$ cat config.mk
export PLATFORM = sky130hd
export DESIGN_NAME = dwbp_mod_unit
export DESIGN_NICKNAME = d
export VERILOG_FILES = /design/src/hw/rtl/dwbp_pkg.sv /design/src/hw/rtl/dwbp_mod_unit.sv
export SDC_FILE = /design/constraint.sdc
export NUM_CORES = 1
export LEC_CHECK = 0
export CAP_MARGIN = 20
export CORE_UTILIZATION = 55
export CTS_BUF_LIST = sky130_fd_sc_hd__clkbuf_16
export DETAILED_ROUTE_END_ITERATION = 6
export DONT_BUFFER_PORTS = 1
export GPL_ROUTABILITY_DRIVEN = 0
export PLACE_DENSITY = 0.78
export SLEW_MARGIN = 20
export SYNTH_ARGS = -nofsm -noshare
export SYNTH_HDL_FRONTEND = slang
export SYNTH_SLANG_ARGS = --single-unit
$ cat constraint.sdc
create_clock -name clk -period 2.6 [get_ports clk]
set_input_delay 0.26 -clock clk [delete_from_list [all_inputs] [get_ports clk]]
set_output_delay 0.26 -clock clk [all_outputs]
set_load 0.01 [all_outputs]
$ cat src/hw/rtl/dwbp_pkg.sv
// ============================================================================
// dwbp_pkg
// Shared types and fixed field widths for the dedup window block picker.
// ============================================================================
`timescale 1ns / 1ps
`default_nettype none

package dwbp_pkg;

    // Fixed widths of the request and result fields.
    localparam int CLASS_W  = 4;
    localparam int RND_W    = 32;
    localparam int COMP_W   = 7;
    localparam int ID_W     = 64;

    // The serial remainder unit consumes one hex digit of the random value per cycle.
    localparam int DIGIT_W     = 4;
    localparam int NUM_DIGITS  = RND_W / DIGIT_W;
    localparam int DIGIT_CNT_W = $clog2(NUM_DIGITS);

    // Sequencer states, one-hot.
    typedef enum logic [4:0] {
        S_IDLE   = 5'b00001,
        S_LOOK   = 5'b00010,
        S_MOD    = 5'b00100,
        S_READ   = 5'b01000,
        S_UPDATE = 5'b10000
    } state_t;

    // One window entry as held in the entry memory.
    typedef struct packed {
        logic [ID_W-1:0]    id;
        logic [CLASS_W-1:0] uses;
        logic [COMP_W-1:0]  comp;
    } entry_t;

endpackage

`default_nettype wire

$ cat src/hw/rtl/dwbp_mod_unit.sv
// ============================================================================
// dwbp_mod_unit
// Digit-serial remainder of a 32-bit value by a constant divisor.
// ============================================================================
`timescale 1ns / 1ps
`default_nettype none

module dwbp_mod_unit #(
    parameter int DIVISOR = 8
) (
    input  wire logic                                    clk,
    input  wire logic                                    rst_n,
    input  wire logic                                    start,
    input  wire logic [dwbp_pkg::RND_W-1:0]              dividend,
    output logic                                         done,
    output logic [((DIVISOR > 1) ? $clog2(DIVISOR) : 1)-1:0] remainder
);

    localparam int RW = (DIVISOR > 1) ? $clog2(DIVISOR) : 1;
    localparam int AW = RW + dwbp_pkg::DIGIT_W;
    localparam logic [AW-1:0] DIV_AW = AW'(DIVISOR);

    logic [dwbp_pkg::RND_W-1:0]       shift_reg, shift_next;
    logic [RW-1:0]                    rem_reg, rem_next;
    logic [dwbp_pkg::DIGIT_CNT_W-1:0] dig_reg, dig_next;
    logic                             busy_reg, busy_next;
    logic                             done_reg, done_next;
    logic [AW-1:0]                    acc_work;

    // Fold in the next digit, then reduce below the divisor in four
    // conditional subtract steps (the sum is always below 16 times the divisor).
    always_comb
    begin
        acc_work = {rem_reg, shift_reg[dwbp_pkg::RND_W-1 -: dwbp_pkg::DIGIT_W]};
        for (int k = 3; k >= 0; k--)
        begin
            if (acc_work >= (DIV_AW << k))
            begin
                acc_work = acc_work - (DIV_AW << k);
            end
        end
    end

    // Digit sequencing.
    always_comb
    begin
        shift_next = shift_reg;
        rem_next   = rem_reg;
        dig_next   = dig_reg;
        busy_next  = busy_reg;
        done_next  = 1'b0;
        if (start)
        begin
            shift_next = dividend;
            rem_next   = '0;
            dig_next   = '0;
            busy_next  = 1'b1;
        end
        else if (busy_reg)
        begin
            shift_next = shift_reg << dwbp_pkg::DIGIT_W;
            rem_next   = acc_work[RW-1:0];
            dig_next   = dig_reg + 1'b1;
            if (dig_reg == dwbp_pkg::DIGIT_CNT_W'(dwbp_pkg::NUM_DIGITS - 1))
            begin
                busy_next = 1'b0;
                done_next = 1'b1;
            end
        end
    end

    always_ff @(posedge clk or negedge rst_n)
    begin
        if (!rst_n)
        begin
            busy_reg <= 1'b0;
            done_reg <= 1'b0;
            dig_reg  <= '0;
        end
        else
        begin
            busy_reg <= busy_next;
            done_reg <= done_next;
            dig_reg  <= dig_next;
        end
    end

    // Datapath registers.
    always_ff @(posedge clk)
    begin
        shift_reg <= shift_next;
        rem_reg   <= rem_next;
    end

    assign done      = done_reg;
    assign remainder = rem_reg;

endmodule

`default_nettype wire

==> results of run 1 <==
-- repair_timing --
item,in CTS,in global routing
setup buffers,0,0
hold buffers,1,0
endpoints found under the hold margin,5,0
-- cells in the final DEF, fill, tap and decap left out, types with 2 or more instances in the layout --
master     count
and2_1         3
edfxtp_1      24
dfxtp_1        3
mux2_2         3
ha_1           2
dfrtp_1        5
mux2_4        18
nor2_1         6
inv_1          2
clkbuf_16      5
mux2i_1        5
-- cell type report --
type | instances | area share [%]
Inverter | 1 | 0.239
Multi-Input combinational cell | 41 | 28.7
Timing Repair Buffer | 1 | 0.637
Sequential cell | 32 | 57.6
Clock inverter | 3 | 2.47
Clock buffer | 5 | 7.96
Tap cell | 30 | 2.39
-- cells by family after synthesis --
group	synth area share, %
AO/OA/AOI/OAI	0.532
multiplexers	25.1
XOR/XNOR	0.620
flip-flops	64.1
AND/OR/NAND/NOR	3.90
adder cells (fa/ha/maj)	1.77
buffers and inverters	3.99
-- power groups by stage --
stage               combinational [W]  sequential, W  clock [W]
floorplan                   0.0000802       0.000623          0
global placement            0.0000668       0.000627          0
detailed placement          0.0000721       0.000630          0
CTS                         0.0000752       0.000621   0.000645
global route                0.0000807       0.000625   0.000670
finish                      0.0000737       0.000620   0.000633
-- final timing paths --
kind,start,to,slack (ns),cells past startpoint
min in group asynchronous,rst_n,dig_reg[1],0.30,1
setup / recovery,busy_reg,shift_reg[9],1.10,1
setup reg to reg,busy_reg,shift_reg[9],1.10,1
max in group asynchronous,rst_n,done,2.09,1
hold reg to reg,shift_reg[29],remainder[1],0.49,2
hold / removal,start,remainder[2],0.08,1
-- routing by layer --
metal | routed length (um) | vias to the layer above
li1 | - | 292
met1 | 834 | 308
met2 | 1030 | 18
met3 | 90 | 2
met4 | 10 | 0
met5 | 0 | -
-- per-stage QoR --
step / power (W) / hold WS, ns
finish: 0.00133 / 0.0801
global route: 0.00138 / 0.0469
CTS: 0.00134 / 0.0568
detailed placement: 0.000702 / -0.0355
global placement: 0.000694 / -0.0355
floorplan: 0.000703 / -0.0356
==> flow_summary.toml, run 1 <==
[outcome]
status = "finished, final reports clean"

[worst_setup_path]
critPathMaxFanout = 24
startpoint_type = "flop"
critPathBufInv = 0
crit_family = "flip-flops"
arrival_ns = 1.40
crit_type = "reg2reg"
cp_data_required_time_ns = 2.50
cp_cell_sequence = "or2_2"
max_stage_delay_ns = 0.58
cp-end-kind = "flop"
slowest_stage = "dfrtp_1"

[route]
firstDrtPassIters = 2
vias_per_cell = 5.49
drc = 0
routedWlPerCell_um = 17.4
drt_iter0_drc = 9
routed_wl_um = 1970
final_antenna_net_count = 0
num_vias = 620

[logic_synthesis]
netlist_area_um2 = 1410
synthTopCellsByCount = "edfxtp_1, mux2_4, nor2_1"
yosysMostFrequentCell = "edfxtp_1"
synth_seq_cells = 32
synth_top_area_share_pct = 51.0
avgSynthCellArea_um2 = 17.9
synth_top_area_cell = "edfxtp_1"
netlist_instances = 79
synth-edff-count = 24
synth.distinct_cells = 17
synth.area.top_cells = "edfxtp_1, mux2_4, dfrtp_1"
synthFlopType = "edfxtp_1"
async_flop_share_pct = 15.6
synth_nets = 116
yosysWarnings = 0
ys_seq_area_share_pct = 64.1

[placed_design]
place_area_um2 = 1400
dp_slack_ns = 1.09
port_buffers = 0
hpwl_um = 1260
placed_cells = 104

[finish]
fillers = 175
area_growth_pct = 11.2
regArea_um2 = 906
multi_input_area_um2 = 450
fin_nets = 119
insertedDiodeCount = 0
design_area_um2 = 1570
fin_util_pct = 64.0
instances_no_fill = 113
drive_gt1_share_pct = 34.9
largest_reg_flops = 24

[floorplan]
rows = 18
dieArea_um2 = 2780
die_y_um = 52.7
fp.coreArea_um2 = 2450
io_pins = 39
die_w_um = 52.7
initial_core_util_pct = 57.5

[cts]
clock_path_buffers = 2
htree_levels = 2
cts-root-buf = "clkbuf_16"
clk_pin_slew_ns = 0.05
clk_latency_ns = 0.27
cts_num_sinks = 32
cts.repair.resized = 0
cts_inserted_buffers = 5
cts_tree = "yes"

[global_route]
grt_overflow_total = 0
grt_pass1_wl_um = 3080
antenna_found_initial = 0
grt_pass1_vias = 662
use_met1_pct = 17.8
grt_util_met3_pct = 7.54
grt_use_total_pct = 16.8
grt_max_degree = 34
busiest_layer = "met2"
grt_util_met2_pct = 28.7

[timing]
period_minus_slack_ns = 1.50
rsz0062_at_grt = "false"
finClkSkew_ns = 0.00436
setup_slack_ns = 1.10
worst_pin_slew_ns = 0.543
fmax_mhz = 666
hold_viol = 0
slew_headroom_pct = 63.8
drv_slew = 0
fin_setup_tns_ns = 0
setup-violations-final = 0
fin_crit_sh_pct = 57.8

[power]
power_leakage_nw = 0.694
powerDensity_nw_per_um2 = 845
ir_worst_vdd_mv = 0.647
p_int_w = 0.00110
p_clk_share_pct = 47.7
p_seq_share_pct = 46.7
swShare_pct = 17.0
p_comb_share_pct = 5.6
p_sw_w = 0.000225

[job]
maxCapViolations = 0

[worst_hold_path]
hp-class = "in2reg"
(Power assumes the default switching activity.)
==> run 2: changes to the inputs <==
--- a/config.mk
+++ b/config.mk
@@ -11,7 +11,7 @@
 export DETAILED_ROUTE_END_ITERATION = 6
 export DONT_BUFFER_PORTS = 1
 export GPL_ROUTABILITY_DRIVEN = 0
-export PLACE_DENSITY = 0.78
+export PLACE_DENSITY = 0.81
 export SLEW_MARGIN = 20
 export SYNTH_ARGS = -nofsm -noshare
 export SYNTH_HDL_FRONTEND = slang
==> constraint.sdc (replaced) <==
create_clock -name clk -period 1.29 [get_ports clk]
set_input_delay 0.129 -clock clk [delete_from_list [all_inputs] [get_ports clk]]
set_output_delay 0.129 -clock clk [all_outputs]
set_load 0.01 [all_outputs]
==> run 2 against run 1 <==
Against the previous run:
- die area unchanged
- first-iteration DRC count is 11% higher
- routed wire length decreased by 3.1%
- largest cell class unchanged
- largest power group is now registers
==> flow_summary.toml, run 2 (synthesized netlist as in run 1, its figures left out) <==
[outcome]
status = "finished, final reports clean"

[cts]
clk_pin_slew_ns = 0.05
clock_path_buffers = 2
clk_latency_ns = 0.27
cts.repair.resized = 0
htree_levels = 2
cts_tree = "yes"
cts-root-buf = "clkbuf_16"
cts_inserted_buffers = 5
postCtsSetupRepairBufs = 0
hold_buffers = 2
cts_num_sinks = 32

[worst_setup_path]
crit_type = "reg2reg"
cp_data_required_time_ns = 1.43
path_common_cell = "ha_1"
critPathBufInv = 0
crit_family = "adder cells"
critPathMaxFanout = 2
arrival_ns = 1.32
startpoint_type = "flop"
cp-end-kind = "flop"
max_stage_delay_ns = 0.39
cp_cell_sequence = "ha_1 -> ha_1 -> mux2i_1 -> nor2_1"
slowest_stage = "dfrtp_1"

[timing]
slew_headroom_pct = 77.8
setup_slack_ns = 0.112
hold_ws_ns = 0.0539
fin_setup_tns_ns = 0
fmax_mhz = 849
rsz0062_at_grt = "false"
setup-violations-final = 0
hold_viol = 0
drv_slew = 0
worst_pin_slew_ns = 0.334
period_minus_slack_ns = 1.18
finClkSkew_ns = 0.00616
fin_crit_sh_pct = 91.3

[power]
p_comb_share_pct = 6.1
swShare_pct = 18.6
p_seq_share_pct = 50.3
ir_worst_vdd_mv = 1.16
p_sw_w = 0.000461
p_int_w = 0.00202
powerDensity_nw_per_um2 = 1580
p_clk_share_pct = 43.5
finalPower_w = 0.00248
power_leakage_nw = 0.689

[worst_hold_path]
hp-class = "in2reg"

[route]
routed_wl_um = 1910
drc = 0
vias_per_cell = 5.51
drt_iter0_drc = 10
firstDrtPassIters = 4
num_vias = 634
final_antenna_net_count = 0
routedWlPerCell_um = 16.6

[floorplan]
die_y_um = 52.7
initial_core_util_pct = 57.5
rows = 18
fp.coreArea_um2 = 2450
die_w_um = 52.7
io_pins = 39
dieArea_um2 = 2780

[placed_design]
dp_slack_ns = 0.140
hpwl_um = 1070
placed_cells = 105
port_buffers = 0

[global_route]
grt_overflow_total = 0
grt_use_total_pct = 16.0
antenna_found_initial = 0
grt_pass1_vias = 636
grt_max_degree = 27
grt_pass1_wl_um = 2910

[finish]
fin_nets = 121
largest_reg_flops = 24
drive_gt1_share_pct = 32.9
insertedDiodeCount = 0
instances_no_fill = 115
area_growth_pct = 10.7
final_common_cell = "edfxtp_1"
final_cell_mix = "edfxtp_1, mux2_4, nor2_1"

[job]
maxCapViolations = 0
## run 2: cell count changes in the layout (fill, tap and decap cells not counted), sizes merged
| cell | change |
|---|---|
| dlygate4sd3 | +1 |
| clkinv | +1 |
| buf | +1 |
| bufinv | -1 |
## run 2: final timing paths
check,startpoint,endpoint,slack (ns),cells past startpoint
max,dig_reg[0],dig_reg[2],0.11,4
min,dividend[0],shift_reg[0],0.05,1
max reg2reg,dig_reg[0],dig_reg[2],0.11,4
min reg2reg,shift_reg[30],remainder[2],0.48,2
max in group asynchronous,rst_n,dig_reg[2],0.93,1
min in group asynchronous,rst_n,dig_reg[1],0.15,1
## run 2: worst reg2reg max path: cells and delay by family (launching register included)
family / cells / cell delay, ns
adder cells (fa/ha/maj): 2 / 0.47
flip-flops: 1 / 0.39
multiplexers: 1 / 0.14
AND/OR/NAND/NOR: 1 / 0.06
## run 2: metal layers
| metal | GRT usage, % | routed length [um] | vias to the layer above | share of wire [%] |
|---|---|---|---|---|
| met3 | 8.70 | 158 | 6 | 8.3 |
| met2 | 22.8 | 831 | 25 | 44 |
| met4 | 10.5 | 45 | 0 | 2.4 |
| met5 | 0 | 0 | - | 0 |
| li1 | - | - | 299 | - |
| met1 | 18.3 | 872 | 304 | 46 |
## run 2: power groups by stage
stage          sequential, W  clock [W]  combinational, W
2_1_floorplan        0.00126          0          0.000162
3_3_place_gp         0.00126          0          0.000136
3_5_place_dp         0.00127          0          0.000142
4_1_cts              0.00125    0.00109          0.000154
5_1_grt              0.00126    0.00113          0.000166
6_report             0.00125    0.00108          0.000152
## run 2: area by class of cell
cell class | count | area, um^2
clock inverter | 3 | 11.3
clock buffer | 5 | 125
tap | 30 | 37.5
sequential | 32 | 906
multi-input combinational | 41 | 453
inverter | 1 | 3.75
fill | 192 | 891
timing repair buffer | 3 | 27.5
## run 2: metrics by stage
stage | utilization (%) | instance area (um^2)
6_report | 63.7 | 1560
5_1_grt | 63.7 | 1560
4_1_cts | 63.7 | 1560
3_5_place_dp | 57.3 | 1410
3_3_place_gp | 57.3 | 1410
2_1_floorplan | - | 1420
